==> src/design/sbmf_pkg.sv <==
package sbmf_pkg;

  localparam int unsigned MaxBeamsDefault   = 4096;
  localparam int unsigned CordicStepsDefault = 16;
  localparam int unsigned NumCoefs  = 13;
  localparam int unsigned AtanLen   = 24;
  localparam logic [29:0] GainInvQ30 = 30'd652032874;
  localparam int unsigned QueueDepth = 2;

  // Coefficient indexes
  localparam logic [3:0] CoefRmin   = 4'd0;
  localparam logic [3:0] CoefRmax   = 4'd1;
  localparam logic [3:0] CoefAStart = 4'd2;
  localparam logic [3:0] CoefAStep  = 4'd3;
  localparam logic [3:0] CoefR00    = 4'd4;
  localparam logic [3:0] CoefTx     = 4'd10;

  // Configuration register indexes
  localparam logic [2:0] RegMinX   = 3'd0;
  localparam logic [2:0] RegMaxX   = 3'd1;
  localparam logic [2:0] RegMinY   = 3'd2;
  localparam logic [2:0] RegMaxY   = 3'd3;
  localparam logic [2:0] RegMinZ   = 3'd4;
  localparam logic [2:0] RegMaxZ   = 3'd5;
  localparam logic [2:0] RegInvert = 3'd6;

  localparam logic ReqSample = 1'b0;
  localparam logic ReqCoef   = 1'b1;

  typedef struct packed {
    logic              req_type;
    logic [3:0]        coef_index;
    logic signed [31:0] coef_value;
    logic [15:0]       range_mm;
    logic              range_finite;
    logic              scan_start;
  } in_item_t;

  typedef struct packed {
    logic [15:0] range_out;
    logic        out_finite;
    logic        masked;
    logic [11:0] beam_index;
  } out_item_t;

  // Work handed from front to back
  typedef struct packed {
    logic        need_calc;
    logic [15:0] range_mm;
    logic        range_finite;
    logic [15:0] angle;
    logic [11:0] beam;
  } job_t;

  typedef struct packed {
    logic signed [15:0] min_x;
    logic signed [15:0] max_x;
    logic signed [15:0] min_y;
    logic signed [15:0] max_y;
    logic signed [15:0] min_z;
    logic signed [15:0] max_z;
    logic               invert;
  } box_cfg_t;

  typedef enum logic [2:0] {
    BK_IDLE,
    BK_SCALE,
    BK_ROT,
    BK_MUL,
    BK_SUM,
    BK_TEST,
    BK_OUT
  } bk_state_t;

  function automatic logic [31:0] atan_entry(input logic [4:0] i);
    logic [31:0] v;
    case (i)
      5'd0:  v = 32'h20000000; 5'd1:  v = 32'h12E4051E; 5'd2:  v = 32'h09FB385B;
      5'd3:  v = 32'h051111D4; 5'd4:  v = 32'h028B0D43; 5'd5:  v = 32'h0145D7E1;
      5'd6:  v = 32'h00A2F61E; 5'd7:  v = 32'h00517C55; 5'd8:  v = 32'h0028BE53;
      5'd9:  v = 32'h00145F2F; 5'd10: v = 32'h000A2F98; 5'd11: v = 32'h000517CC;
      5'd12: v = 32'h00028BE6; 5'd13: v = 32'h000145F3; 5'd14: v = 32'h0000A2FA;
      5'd15: v = 32'h0000517D; 5'd16: v = 32'h000028BE; 5'd17: v = 32'h0000145F;
      5'd18: v = 32'h00000A30; 5'd19: v = 32'h00000518; 5'd20: v = 32'h0000028C;
      5'd21: v = 32'h00000146; 5'd22: v = 32'h000000A3; 5'd23: v = 32'h00000051;
      default: v = 32'h0;
    endcase
    return v;
  endfunction

endpackage

==> src/design/sbmf_queue.sv <==
module sbmf_queue (
  input  logic           clk,
  input  logic           rst_n,
  input  sbmf_pkg::job_t wr_data,
  input  logic           wr_vld,
  output logic           wr_rdy,
  output sbmf_pkg::job_t rd_data,
  output logic           rd_vld,
  input  logic           rd_rdy
);
  sbmf_pkg::job_t mem_r [sbmf_pkg::QueueDepth];
  logic wp_r, rp_r;
  logic [1:0] cnt_r;
  logic wr, rd;

  assign wr_rdy  = cnt_r != 2'd2;
  assign rd_vld  = cnt_r != 2'd0;
  assign rd_data = mem_r[rp_r];
  assign wr = wr_vld && wr_rdy;
  assign rd = rd_vld && rd_rdy;

  // Hold jobs in a two-entry ring
  always_ff @(posedge clk) begin
    if (!rst_n) begin
      wp_r <= 1'b0; rp_r <= 1'b0; cnt_r <= '0;
    end else begin
      if (wr) begin
        mem_r[wp_r] <= wr_data;
        wp_r <= ~wp_r;
      end
      if (rd) rp_r <= ~rp_r;
      cnt_r <= cnt_r + {1'b0, wr} - {1'b0, rd};
    end
  end

  property p_no_over;
    @(posedge clk) disable iff (!rst_n) cnt_r == 2'd2 |-> !wr;
  endproperty
  a_no_over: assert property (p_no_over) else $error("queue overflow");
  a_cnt: assert property (@(posedge clk) disable iff (!rst_n) cnt_r <= 2'd2)
    else $error("queue count out of range");
  a_empty_rd: assert property (@(posedge clk) disable iff (!rst_n) cnt_r == 2'd0 |-> !rd)
    else $error("queue underflow");
endmodule

==> config.mk <==
export PLATFORM = sky130hd
export DESIGN_NAME = sbmf_queue
export DESIGN_NICKNAME = d
export VERILOG_FILES = /design/src/design/sbmf_pkg.sv /design/src/design/sbmf_queue.sv
export SDC_FILE = /design/constraint.sdc
export NUM_CORES = 1
export LEC_CHECK = 0
export ABC_AREA = 1
export BUFFER_PORTS_ARGS = -buffer_cell sky130_fd_sc_hd__buf_4
export CORE_UTILIZATION = 47
export CTS_CLUSTER_DIAMETER = 40
export DETAILED_ROUTE_END_ITERATION = 7
export PLACE_DENSITY = 0.75
export SLEW_MARGIN = 0
export SYNTH_ARGS = -nofsm -noshare
export SYNTH_HDL_FRONTEND = slang
export SYNTH_SLANG_ARGS = --single-unit
==> constraint.sdc <==
create_clock -name clk -period 3.15 [get_ports clk]
set_input_delay 0.7875 -clock clk [delete_from_list [all_inputs] [get_ports clk]]
set_output_delay 0.7875 -clock clk [all_outputs]
set_load 0.01 [all_outputs]
## Yosys cells after proc, flatten, opt, wreduce, memory -nomap -nowiden

Memory sizes are Yosys's and may differ from the RTL's. A register that Yosys moved wholly into a read port is not among the register bits.
Index checks and enable logic that the tools add are counted.

- Memories kept: 1
- Bits in registers: 4
- Bits in read-only memories: 0
- Bits in writable memories: 92
- Latch bits: 0
- Logic and storage cells: 17

- Equality and inequality tests: 1
- Divide/modulo/power cells: 0
- Shift operators: 0
- Mux-type cells: 5
- Add/subtract/negate cells: 2
- $lt $le $gt $ge: 0
- Reductions and logical operators: 3
- Bitwise operators: 2
- Multiply operators: 0

Memories:

| name | words | width | rd ports | clocked after memory_dff | wr ports | RTL line | RTL |
|---|---|---|---|---|---|---|---|
| mem_r | 2 | 46 | 1 | 1 | 1 | sbmf_queue.sv:11 | `sbmf_pkg::job_t mem_r [sbmf_pkg::QueueDepth];` |

Operators with widths:

| cell | count |
|---|---|
| 1-bit 2-to-1 mux | 5 |
| 2-bit by 1-bit adder with 2-bit output | 1 |
| 1-bit logical AND | 2 |
| 2-bit inequality test, second input constant | 1 |
| 1-bit NOT | 2 |
| 2-bit nonzero test | 1 |
| 2-bit by 1-bit subtractor with 2-bit output | 1 |

## Logic depth before layout (Yosys ltp)

- Depth in word-level cells: 5
- Mapped depth: 11
- Mapped depth without buffers: 11

## Worst setup path before layout

No wires, ideal clock.

- Kind: input to register
- From: in wr_vld
- To: mem mem_r[1][0] in the netlist's numbering, enable pin
- Arrival: 2,789 ps
- Required time: 2,701 ps
- Path buffers: 0
- Cell stages on the path: 2
- Setup time: 449 ps
- Path slack: -89 ps
- Cells stage by stage: nand2_1 -> nor2_1

- Cells in the longest elaborated chain, start to end: 4

RTL lines:

| element | RTL line | RTL |
|---|---|---|
| start, declared | sbmf_queue.sv:5 | `input logic wr_vld,` |
| 1-bit logical AND | sbmf_queue.sv:19 | `assign wr = wr_vld && wr_rdy;` |
| 1-bit 2-to-1 mux | sbmf_queue.sv:27 | `if (wr) begin` |
| 1-bit 2-to-1 mux | sbmf_queue.sv:24 | `if (!rst_n) begin` |
| 1-bit 2-to-1 mux (not written as such) | sbmf_queue.sv:28 | `mem_r[wp_r] <= wr_data;` |
| end, declared | sbmf_queue.sv:11 |  |

No other way between the ends.

==> results.md <==
- Run status: complete, no violations
- Via/cell ratio: 4.81
- Initial Util: 0.486
- H-tree Lvls: 3
- Core Area: 7770 um^2
- Cells after synthesis: 182
- Grt total ovfl: 0
- CTS Buf Count: 9
- Async SR Flop Fraction: 0
- Worst stage delay on the critical path: 740 ps
- Power per cell area: 679 nW/um^2
- Critical path capture point type: primary output
- Peak VDD IR: 0.415 mV
- Yosys cell types: 14
- Most used DFF post-synth: edfxtp_1
- Worst slew pin tran: 582 ps
- Remaining DRCs: 0
- Hold WS: 519 ps
- Global-route wire length before repair: 9.33 mm
- Clk_skew: 11.0 ps
- Share of layout cells above drive strength 1: 0.561
- Pre-Repair DR Iteration Count: 4
- Total detailed-routing wirelength: 6.02 mm
- Ys Warns: 0
- Die ar.: 8400 um^2
- Flop2flop setup slack: 1470 ps
- Crit path cell chain: buf_4, mux2_4, buf_4
- Area leader, netlist: edfxtp_1
- Worst EP arrival: 1860 ps
- Top post-synthesis cells by area: edfxtp_1 73%, mux2_4 16%, dfxtp_1 2.7%
- Via count: 1903
- Final Hold Viols: 0
- Met1 usage: 0.178
- Commonest cells post-synth: 92 x edfxtp_1, 40 x mux2_4, 10 x nand2_1
- Top Family by Delay on Critical Path: flip-flops
- Global routing's busiest layer: met2
- # clock sinks: 97
- RD Place Congestion: 0.740
- Worst hold path class: flop to flop
- Met3 usage: 0.0373
- CTS tree: done
- Mean post-synth cell area: 20.7 um^2
- Hold path startpoint: rp_r$_SDFFE_PN0P_
- RSZ-0062 raised after global routing: no
- Rel. slew slack: 0.612
- Clk buf depth: 2
- Post_cts resized: 0
- Slew Viols, Final: 0
- Syn-to-layout area delta: 26.9%
- Yosys top cell area share: 0.732
- Initial antenna violation count: 0
- Per-cell routed wire length: 15.2 um
- Setup CP Type: flop to primary output
- Die H: 91.6 um
- Most used cell, CP: buf_4
- Buffers & Inverters on Critical Path: 2
- Worst flop-to-flop path startpoint: cnt_r[0]$_SDFF_PN0_
- Fill count: 602
- Synthesized Nets: 234
- Clk root buf: clkbuf_8
- Total Routing Usage GR: 0.152
- Post-DP HPWL: 4.08 mm
- Critical path endpoint: rd_data[8]
- CTS Hold Bufs: 0
- Met2 Use GR: 0.254
- Die W: 91.6 um
- Post-CTS setup buffers: 0
- DRT iter0 DRCs: 52
- I/O pin count: 98
- Slowest stage cell on the critical path: dfxtp_4
- Vias in the first global route: 1968
- Crit path launch type: flop
- # Max-Cap Violations: 0
- Min Tclk post-route: 2650 ps
- Buffers added on ports: 97
- Reg2Reg Depth: 5
- FF+latch count, synth: 97
- Lkg Pwr: 1.89 nW
- Post-synth EDFFs: 92
- Mapped Area: 3780 um^2
- Worst-Skew Late Latency: 350 ps
- Largest net degree at the start of global routing: 34
- Final #Nets: 341
- WP depth: 3
- Rows: 32
- Ant diodes: 0
- Clk slew on worst S/H paths: 90 ps
- Top-count cell post-synth: edfxtp_1
- Setup TNS: 0 ps
- Final setup fails: 0
- Post-synthesis sequential area ratio: 0.758
- CP Max Fanout: 33
- Final Cycle Share: 0.840
- Reg-to-reg endpoint: mem_r[0][19]$_DFFE_PP_
- Worst Path Required: 2360 ps
- Max Fclk: 378 MHz
- Remaining antenna violation count: 0
worst min path at each step:
stage | end | slack, ps | cells after the start
2_1_floorplan | flop | 470 | 2
3_3_place_gp | rp_r$_SDFFE_PN0P_ | 490 | 2
3_5_place_dp | rp_r$_SDFFE_PN0P_ | 500 | 2
4_1_cts | flop | 520 | 2
5_1_grt | rp_r$_SDFFE_PN0P_ | 570 | 2
6_report | flop | 520 | 2
worst min-delay path, stage by stage (launching register included):
cell and delay (ps):
dfxtp_1 340, nor2_1 60, nor2_1 90
area by class of cell:
class	count	area [um^2]	share of cell area
Multi-Input combinational cell	71	796	0.166
Clock inverter	7	61.3	0.0128
Tap cell	102	128	0.0266
Clock buffer	9	124	0.0258
Inverter	9	33.8	0.00705
Sequential cell	97	2870	0.598
Timing Repair Buffer	101	783	0.163
cells in the final DEF, fill, tap and decap left out:
| master | n |
|---|---|
| a21boi_0 | 1 |
| a21oi_1 | 1 |
| buf_12 | 2 |
| buf_4 | 99 |
| clkbuf_8 | 9 |
| clkinv_1 | 1 |
| clkinv_4 | 2 |
| dfxtp_1 | 4 |
| dfxtp_4 | 1 |
| edfxtp_1 | 92 |
| ha_1 | 2 |
| inv_1 | 8 |
| inv_2 | 1 |
| inv_6 | 2 |
| inv_8 | 2 |
| mux2_2 | 6 |
| mux2_4 | 40 |
| nand2_1 | 10 |
| nand3_1 | 2 |
| nor2_1 | 7 |
| nor2_4 | 1 |
| o21ai_0 | 1 |
cells by family after synthesis:
| logic type | after synthesis | share of synthesized area |
|---|---|---|
| buffers and inverters | 14 | 0.0331 |
| AOI/OAI and AO/OA | 3 | 0.00464 |
| adders and majority gates | 2 | 0.00663 |
| muxes | 46 | 0.177 |
| and+or+nand+nor | 20 | 0.0205 |
| DFF | 97 | 0.758 |
flip-flops by register name, indices dropped and copies added (netlist names), named ones only:
register and count:
rp_r 1, mem_r 92, wp_r 1, cnt_r 2
routing by layer:
metal,share of wire,routed length [um]
met1,0.41,2460
met2,0.50,3020
met3,0.066,400
met4,0.023,140
met5,0,0
through the flow:
step,instance area [um^2],util,std cells,worst slack [ps],power [mW]
final,4790,0.617,396,505,3.25
after CTS,4790,0.617,396,444,3.30
after global placement,4610,0.593,380,860,2.54
after detailed placement,4610,0.593,380,837,2.56
after global routing,4790,0.617,396,391,3.42
after floorplan,3780,-,182,665,2.24
where the power goes:
group | internal (mW) | switching [mW]
logic | 0.514 | 0.348
registers | 1.55 | 0.101
clock network | 0.304 | 0.434
total | 2.37 | 0.884
Power figures use the tool's default switching activity.
