===== config.mk =====
export PLATFORM = sky130hd
export DESIGN_NAME = sbmf_front
export DESIGN_NICKNAME = d
export VERILOG_FILES = /design/src/design/sbmf_pkg.sv /design/src/design/sbmf_front.sv
export SDC_FILE = /design/constraint.sdc
export NUM_CORES = 1
export LEC_CHECK = 0
export BUFFER_PORTS_ARGS = -buffer_cell sky130_fd_sc_hd__buf_2
export CORE_MARGIN = 2
export CORE_UTILIZATION = 57
export DETAILED_ROUTE_END_ITERATION = 7
export PLACE_DENSITY = 0.88
export REMOVE_ABC_BUFFERS = 1
export SLEW_MARGIN = 0
export SYNTH_ARGS = -nofsm -noshare
export SYNTH_HDL_FRONTEND = slang
export SYNTH_SLANG_ARGS = --single-unit

===== constraint.sdc =====
create_clock -name clk -period 8.3 [get_ports clk]
set_input_delay 1.66 -clock clk [delete_from_list [all_inputs] [get_ports clk]]
set_output_delay 1.66 -clock clk [all_outputs]
set_load 0.02 [all_outputs]

===== src/design/sbmf_pkg.sv =====
package sbmf_pkg;

  localparam int unsigned MaxBeamsDefault   = 4096;
  localparam int unsigned CordicStepsDefault = 16;
  localparam int unsigned NumCoefs  = 13;
  localparam int unsigned AtanLen   = 24;
  localparam logic [29:0] GainInvQ30 = 30'd652032874;
  localparam int unsigned QueueDepth = 2;

  // Coefficient indexes
  localparam logic [3:0] CoefRmin   = 4'd0;
  localparam logic [3:0] CoefRmax   = 4'd1;
  localparam logic [3:0] CoefAStart = 4'd2;
  localparam logic [3:0] CoefAStep  = 4'd3;
  localparam logic [3:0] CoefR00    = 4'd4;
  localparam logic [3:0] CoefTx     = 4'd10;

  // Configuration register indexes
  localparam logic [2:0] RegMinX   = 3'd0;
  localparam logic [2:0] RegMaxX   = 3'd1;
  localparam logic [2:0] RegMinY   = 3'd2;
  localparam logic [2:0] RegMaxY   = 3'd3;
  localparam logic [2:0] RegMinZ   = 3'd4;
  localparam logic [2:0] RegMaxZ   = 3'd5;
  localparam logic [2:0] RegInvert = 3'd6;

  localparam logic ReqSample = 1'b0;
  localparam logic ReqCoef   = 1'b1;

  typedef struct packed {
    logic              req_type;
    logic [3:0]        coef_index;
    logic signed [31:0] coef_value;
    logic [15:0]       range_mm;
    logic              range_finite;
    logic              scan_start;
  } in_item_t;

  typedef struct packed {
    logic [15:0] range_out;
    logic        out_finite;
    logic        masked;
    logic [11:0] beam_index;
  } out_item_t;

  // Work handed from front to back
  typedef struct packed {
    logic        need_calc;
    logic [15:0] range_mm;
    logic        range_finite;
    logic [15:0] angle;
    logic [11:0] beam;
  } job_t;

  typedef struct packed {
    logic signed [15:0] min_x;
    logic signed [15:0] max_x;
    logic signed [15:0] min_y;
    logic signed [15:0] max_y;
    logic signed [15:0] min_z;
    logic signed [15:0] max_z;
    logic               invert;
  } box_cfg_t;

  typedef enum logic [2:0] {
    BK_IDLE,
    BK_SCALE,
    BK_ROT,
    BK_MUL,
    BK_SUM,
    BK_TEST,
    BK_OUT
  } bk_state_t;

  function automatic logic [31:0] atan_entry(input logic [4:0] i);
    logic [31:0] v;
    case (i)
      5'd0:  v = 32'h20000000; 5'd1:  v = 32'h12E4051E; 5'd2:  v = 32'h09FB385B;
      5'd3:  v = 32'h051111D4; 5'd4:  v = 32'h028B0D43; 5'd5:  v = 32'h0145D7E1;
      5'd6:  v = 32'h00A2F61E; 5'd7:  v = 32'h00517C55; 5'd8:  v = 32'h0028BE53;
      5'd9:  v = 32'h00145F2F; 5'd10: v = 32'h000A2F98; 5'd11: v = 32'h000517CC;
      5'd12: v = 32'h00028BE6; 5'd13: v = 32'h000145F3; 5'd14: v = 32'h0000A2FA;
      5'd15: v = 32'h0000517D; 5'd16: v = 32'h000028BE; 5'd17: v = 32'h0000145F;
      5'd18: v = 32'h00000A30; 5'd19: v = 32'h00000518; 5'd20: v = 32'h0000028C;
      5'd21: v = 32'h00000146; 5'd22: v = 32'h000000A3; 5'd23: v = 32'h00000051;
      default: v = 32'h0;
    endcase
    return v;
  endfunction

endpackage


===== src/design/sbmf_front.sv =====
module sbmf_front #(
  parameter int unsigned MAX_BEAMS = sbmf_pkg::MaxBeamsDefault
) (
  input  logic                clk,
  input  logic                rst_n,
  input  sbmf_pkg::in_item_t  item,
  input  logic                item_vld,
  output logic                item_rdy,
  output sbmf_pkg::job_t      job,
  output logic                job_vld,
  input  logic                job_rdy,
  input  logic                down_busy,
  output logic [31:0]         coef_rd [6],
  output logic [31:0]         coef_tr [3]
);
  localparam logic [11:0] Limit = (MAX_BEAMS - 1 < 4095) ? 12'(MAX_BEAMS - 1) : 12'd4095;

  logic [31:0] coefs_r [sbmf_pkg::NumCoefs];
  logic [11:0] beam_cnt_r;
  logic [11:0] beam;
  logic        in_range;
  logic [15:0] angle;

  // Job register: one entry, loaded when free or drained this cycle
  sbmf_pkg::job_t job_r;
  logic           job_vld_r;
  // Angle product is registered in a second phase
  logic           phase_r;
  sbmf_pkg::job_t hold_r;
  logic [15:0]    prod_r;

  // Hold coefficient writes until no sample is left downstream
  assign item_rdy = !phase_r && ((item.req_type == sbmf_pkg::ReqCoef)
      ? (!job_vld_r && !down_busy) : (!job_vld_r || job_rdy));
  assign beam = item.scan_start ? 12'd0 : beam_cnt_r;
  assign in_range = item.range_finite &&
      ($signed({16'd0, item.range_mm}) >= $signed(coefs_r[sbmf_pkg::CoefRmin])) &&
      ($signed({16'd0, item.range_mm}) <= $signed(coefs_r[sbmf_pkg::CoefRmax]));
  assign angle = coefs_r[sbmf_pkg::CoefAStart][15:0] + prod_r;

  always_ff @(posedge clk) begin
    if (!rst_n) begin
      for (int i = 0; i < sbmf_pkg::NumCoefs; i++) coefs_r[i] <= '0;
      beam_cnt_r <= '0;
      job_vld_r  <= 1'b0;
      phase_r    <= 1'b0;
    end else begin
      // finish angle from the registered product
      if (phase_r && (!job_vld_r || job_rdy)) begin
        job_r     <= '{need_calc: hold_r.need_calc, range_mm: hold_r.range_mm,
                       range_finite: hold_r.range_finite, angle: angle,
                       beam: hold_r.beam};
        job_vld_r <= 1'b1;
        phase_r   <= 1'b0;
      end else if (job_vld_r && job_rdy) begin
        job_vld_r <= 1'b0;
      end
      if (item_vld && item_rdy) begin
        if (item.req_type == sbmf_pkg::ReqCoef) begin
          if (item.coef_index < 4'(sbmf_pkg::NumCoefs))
            coefs_r[item.coef_index] <= item.coef_value;
        end else begin
          hold_r.need_calc    <= in_range;
          hold_r.range_mm     <= item.range_mm;
          hold_r.range_finite <= item.range_finite;
          hold_r.angle        <= '0;
          hold_r.beam         <= beam;
          prod_r  <= 16'(beam * coefs_r[sbmf_pkg::CoefAStep][15:0]);
          phase_r <= 1'b1;
          beam_cnt_r <= (beam < Limit) ? beam + 12'd1 : beam;
        end
      end
    end
  end

  assign job     = job_r;
  assign job_vld = job_vld_r;
  for (genvar g = 0; g < 6; g++) begin : g_rot
    assign coef_rd[g] = coefs_r[sbmf_pkg::CoefR00 + g];
  end
  for (genvar g = 0; g < 3; g++) begin : g_tr
    assign coef_tr[g] = coefs_r[sbmf_pkg::CoefTx + g];
  end
endmodule


# --- Yosys cells after proc, flatten, opt, wreduce, memory -nomap -nowiden ---
# Memory sizes are Yosys's and may differ from the RTL's.
# Cells that the tools add are included.
classes:
  n_mux: 17
  reduce_logical: 16
  mul: 1
  bitwise: 1
  add_sub_neg: 2
  order_cmp: 4
ops:
  columns: ["cell", "n"]
  rows:
  - ["17-bit by 32-bit >= comparator with 1-bit output", 1]
  - ["17-bit by 32-bit <= comparator with 1-bit output", 1]
  - ["32-bit two-way mux", 1]
  - ["32-bit OR reduction", 1]
  - ["12-bit two-way mux", 2]
  - ["16-bit adder", 1]
  - ["12-bit by 16-bit multiplier with 16-bit output", 1]
  - ["1-bit two-way mux", 13]
  - ["12-bit by 1-bit adder with 12-bit output (second input constant)", 1]
  - ["12-bit < comparator (second input constant)", 1]
  - ["1-bit logical AND", 7]
  - ["4-bit < comparator (second input constant)", 1]
  - ["4-bit two-way mux", 1]
  - ["2-bit AND reduction", 2]
  - ["1-bit zero test", 3]
  - ["3-bit AND reduction", 1]
  - ["2-bit nonzero test", 1]
  - ["1-bit logical OR", 1]
  - ["1-bit inverter", 1]
totals:
  ramBits: 416
  elab_cells: 55
  mem_count: 1
  out_inout_bits: 336
  regBits: 106
  in_bits: 60
memory_table:
  columns: ["memory", "words", "word_bits", "rd", "rd_clocked_by_memory_dff", "write_ports", "line_no", "text"]
  rows:
  - ["coefs_r", 13, 32, 13, 0, 13, "sbmf_front.sv:18", "logic [31:0] coefs_r [sbmf_pkg::NumCoefs];"]

# --- Longest topological paths before layout ---
depth:
  ltp_word: 10
  depth_mapped: 22

# --- Worst setup path after synthesis ---
# OpenSTA, ideal clock, no wires.
synth_timing:
  path_kind: "input to register"
  start: "input item[0] (netlist name)"
  end: "register prod_r[14], data pin"
  t_arrival_ps: 6139
  setup_time_ps: 261
  path_slack_ps: 1900
  path_stages: 19
  cell_sequence: "buf_2 -> nor2b_1 -> clkbuf_1 -> nand2_1 -> fa_1 -> fa_1 -> inv_1 -> ha_1 -> fa_1 -> inv_1 -> fa_1 -> inv_1 -> ha_1 -> inv_1 -> o21bai_1 -> a21o_1 -> a31oi_1 -> nor3_1 -> a311o_1"
synth_between:
  elab_chain_len: 2
synth_lines:
  columns: ["item", "line_no", "text"]
  rows:
  - ["from (decl)", "sbmf_front.sv:6", "input sbmf_pkg::in_item_t item,"]
  - ["12-bit two-way mux", "sbmf_front.sv:35", "assign beam = item.scan_start ? 12'd0 : beam_cnt_r;"]
  - ["net beam[5]", "sbmf_front.sv:20", "logic [11:0] beam;"]
  - ["12-bit by 16-bit multiplier with 16-bit output", "sbmf_front.sv:68", "prod_r <= 16'(beam * coefs_r[sbmf_pkg::CoefAStep][15:0]);"]
  - ["to (signal assigned)", "sbmf_front.sv:68", null]
  - ["to (decl)", "sbmf_front.sv:30", "logic [15:0] prod_r;"]
# The timed path passes the listed nets, and every way through them passes these cells.
# A chain may end at the register's enable or synchronous reset.

# --- Worst setup path in the final report ---
layout_timing:
  start: "input item[0] (netlist name)"
  end: "register prod_r[14], data pin"
layout_between:
  elab_chain_len: 2
layout_lines:
  columns: ["item", "line_no"]
  rows:
  - ["12-bit two-way mux", "sbmf_front.sv:35"]
  - ["12-bit by 16-bit multiplier with 16-bit output", "sbmf_front.sv:68"]
# Every way passes these cells.

==> metrics.md <==
| Metric | Value |
|---|---|
| Area Growth Syn to Fin | `18.6%` |
| Initial drt markers | `1,215` |
| Final Hold Viols | `0` |
| Worst Path Required | `8.64 ns` |
| Clk sinks | `490` |
| CP Max Fanout | `17` |
| Dpl hpwl | `42,700 um` |
| Hold bufs inserted after CTS | `0` |
| Clk_skew | `0.0238 ns` |
| Slowest library cell on the worst path | `nor2b_1` |
| DR WL met3 | `7040 um` |
| Final count of negative-setup-slack endpoints | `0` |
| Final wirelength | `62,700 um` |
| Worst hold path type | `register to register` |
| Top cells by area, synth | `edfxtp_1, and2_1, fa_1, ha_1, inv_1` |
| Synth warn | `0` |
| Synth top area share | `0.622` |
| Most used DFF post-synth | `edfxtp_1` |
| Fmax | `0.154 GHz` |
| Clock latency at the later pin of the worst-skew pair | `0.61 ns` |
| Ports | `396` |
| Num rows | `73` |
| Crit-path leading delay family | `adder cells` |
| DR WL/cell | `23.6 um` |
| Port Buf Inserts | `395` |
| Core Util, Final | `0.686` |
| Pre-CTS setup slack | `1.27 ns` |
| Post CTS Setup Buffer Count | `0` |
| Sequential-to-total area share from yosys stat | `0.634` |
| Relative slew margins | `0.0846` |
| Syn Inst Count | `1,709` |
| All-Layer GR Usage | `0.303` |
| Pleak | `11.8 nW` |
| CP peak stage delay | `0.82 ns` |
| Initial Util | `0.578` |
| CTS tree | `built` |
| Worst-path clk slew | `0.06 ns` |
| Clock Power Share | `0.423` |
| Drt drc | `0` |
| Status | `completed` |
| Area of the multi-input gates | `7630 um^2` |
| Slew @ Worst Pin | `1.37 ns` |
| Asr flop ratio synth | `0` |
| Die Y | `205 um` |
| Max cap viols | `0` |
| EDFF count, synth | `476` |
| FILL cells | `2,574` |
| Netlist cell types | `49` |
| Pwr/cell area | `198 nW/um^2` |
| Root buffer cell | `clkbuf_16` |
| Biggest area consumer among synthesized cells | `edfxtp_1` |
| Total global routing overflow | `0` |
| Count of pins over their slew limit | `0` |
| Flop pwr share | `0.518` |
| Wire length on met2 | `30,300 um` |
| P_int | `0.00417 W` |
| Deepest clock path buffer count | `3` |
| Final worst path period need | `6.49 ns` |
| CP Launch Type | `input pin` |
| RSZ-0062 raised after global routing | `no` |
| Routability congestion estimate | `0.877` |
| CTS H-Tree Depth | `2` |
| DR vias | `14,900` |
| Final Power | `0.00540 W` |
| Setup TNS | `0 ns` |
| Layout cell share with drive strength beyond 1 | `0.246` |
| Total net switching power | `0.00123 W` |
| Period utilisation layout | `0.782` |
| CTS Buf Count | `49` |
| Number of synthesized register bits | `490` |
| Die area | `41,900 um^2` |
| Router iterations before antenna repair | `5` |
| Worst EP arrival | `6.83 ns` |
| Critical-path cell list | `buf_2 -> nor2b_1 -> nand2_1 -> fa_1 -> fa_1 -> inv_1 -> ha_1 -> fa_1 -> inv_1 -> fa_1 -> inv_1 -> ha_1 -> inv_1 -> o21bai_1 -> a21o_1 -> a31oi_1 -> nor3_1 -> a311o_1` |
| Register area | `14,600 um^2` |
| Largest net degree at the start of global routing | `47` |
| VDD IR-drop max | `203 uV` |
| DRT antenna net count | `0` |
| Combinational Power Share | `0.059` |
| Syn Area/Cell | `13.4 um^2` |
| Core Area | `39,700 um^2` |
| Fin nets | `2,308` |
| Most frequent cells in the layout | `edfxtp_1, and2_1, buf_2` |
| Vias in the first global route | `15,600` |
| M1 wire length | `22,700 um` |
| Commonest non-fill, non-tap cell in the layout | `edfxtp_1` |
| Final worst setup slack | `1.81 ns` |
| Vias per inst | `5.62` |
| Post-cts sizing count | `0` |
| CP bufs+invs | `5` |
| Setup crit end kind | `register` |
| Highest Signal Layer | `met5` |
| Die X | `205 um` |
| Initial antenna violation count | `10` |
| First-pass GRT wire length | `92,500 um` |
| Cell Area, Synth | `23,000 um^2` |
| WS Path Type | `input pin to register` |
| Sw Ratio | `0.228` |
==> metal layers <==
metal | track usage | up-vias
li1 | - | 6490
met1 | 0.374 | 7380
met2 | 0.497 | 860
met3 | 0.0869 | 194
met4 | 0.137 | 4
met5 | 0 | -
==> sequential cells by signal (all words and copies together), names as in the netlist <==
signal	cells
coefs_r	384
hold_r	30
prod_r	16
job	46
phase_r	1
beam_cnt_r	12
job_vld	1
==> kinds of logic (layout without fill, tap and decap cells) <==
logic type                 count (synthesis)  in the layout  synth area share
buffers and inverters                    243            661            0.0401
AOI/OAI and AO/OA                        100            100            0.0290
muxes                                      2              2          0.000872
DFF                                      490            490             0.634
xor gates and xnor gates                  51             51            0.0194
other                                      0              3                 0
adders and majority gates                161            161             0.114
and+or+nand+nor                          662            662             0.162
==> worst paths after layout <==
path,from,endpoint,slack (ns),cells past startpoint
worst max register to register,beam_cnt_r[4]$_SDFFE_PN0P_,prod_r[14]$_DFFE_PP_,2.66,17
worst max-delay path,item[0],prod_r[14]$_DFFE_PP_,1.81,18
worst min register to register,hold_r[29]$_DFFE_PP_,job[29]$_DFFE_PP_,0.41,0
worst min-delay path,hold_r[29]$_DFFE_PP_,job[29]$_DFFE_PP_,0.41,0
==> synthesized netlist by cell type (all sizes together), types with 5 or more instances <==
master,instances
edfxtp,476
nor3,9
xnor2,45
buf,7
and3,5
and2,422
o21ai,22
xor2,6
nand3,16
nor2,37
inv,150
dfxtp,14
a21o,17
a21oi,27
o21bai,5
nor2b,20
clkbuf,86
nor4,9
nand4,6
nand2b,10
fa,80
o21a,7
ha,81
a31oi,6
nand2,122
==> through the flow <==
step / area, um^2 / cells / hold WS (ns)
detailed placement: 25600 / 2561 / 0.405
global placement: 25600 / 2561 / 0.403
CTS: 27200 / 2652 / 0.417
floorplan: 22600 / 1616 / 0.400
global route: 27200 / 2652 / 0.420
finish: 27200 / 2655 / 0.415
==> power groups by stage <==
stage	Combinational, W	Sequential (W)	Clock, W
final	0.000319	0.00280	0.00228
after global routing	0.000339	0.00280	0.00239
after CTS	0.000318	0.00280	0.00230
after detailed placement	0.000315	0.00285	0
after global placement	0.000306	0.00284	0
after floorplan	0.0000915	0.00291	0
==> layout make-up <==
| class | instances | area share |
|---|---|---|
| diodes | 3 | 0.000276 |
| clock buffers | 60 | 0.0465 |
| clock inverters | 31 | 0.0141 |
| inverters | 150 | 0.0207 |
| multi-input cells | 976 | 0.280 |
| flip-flops and latches | 490 | 0.535 |
| well taps | 525 | 0.0241 |
| repair buffers | 420 | 0.0794 |
(Power assumes the default switching activity.)
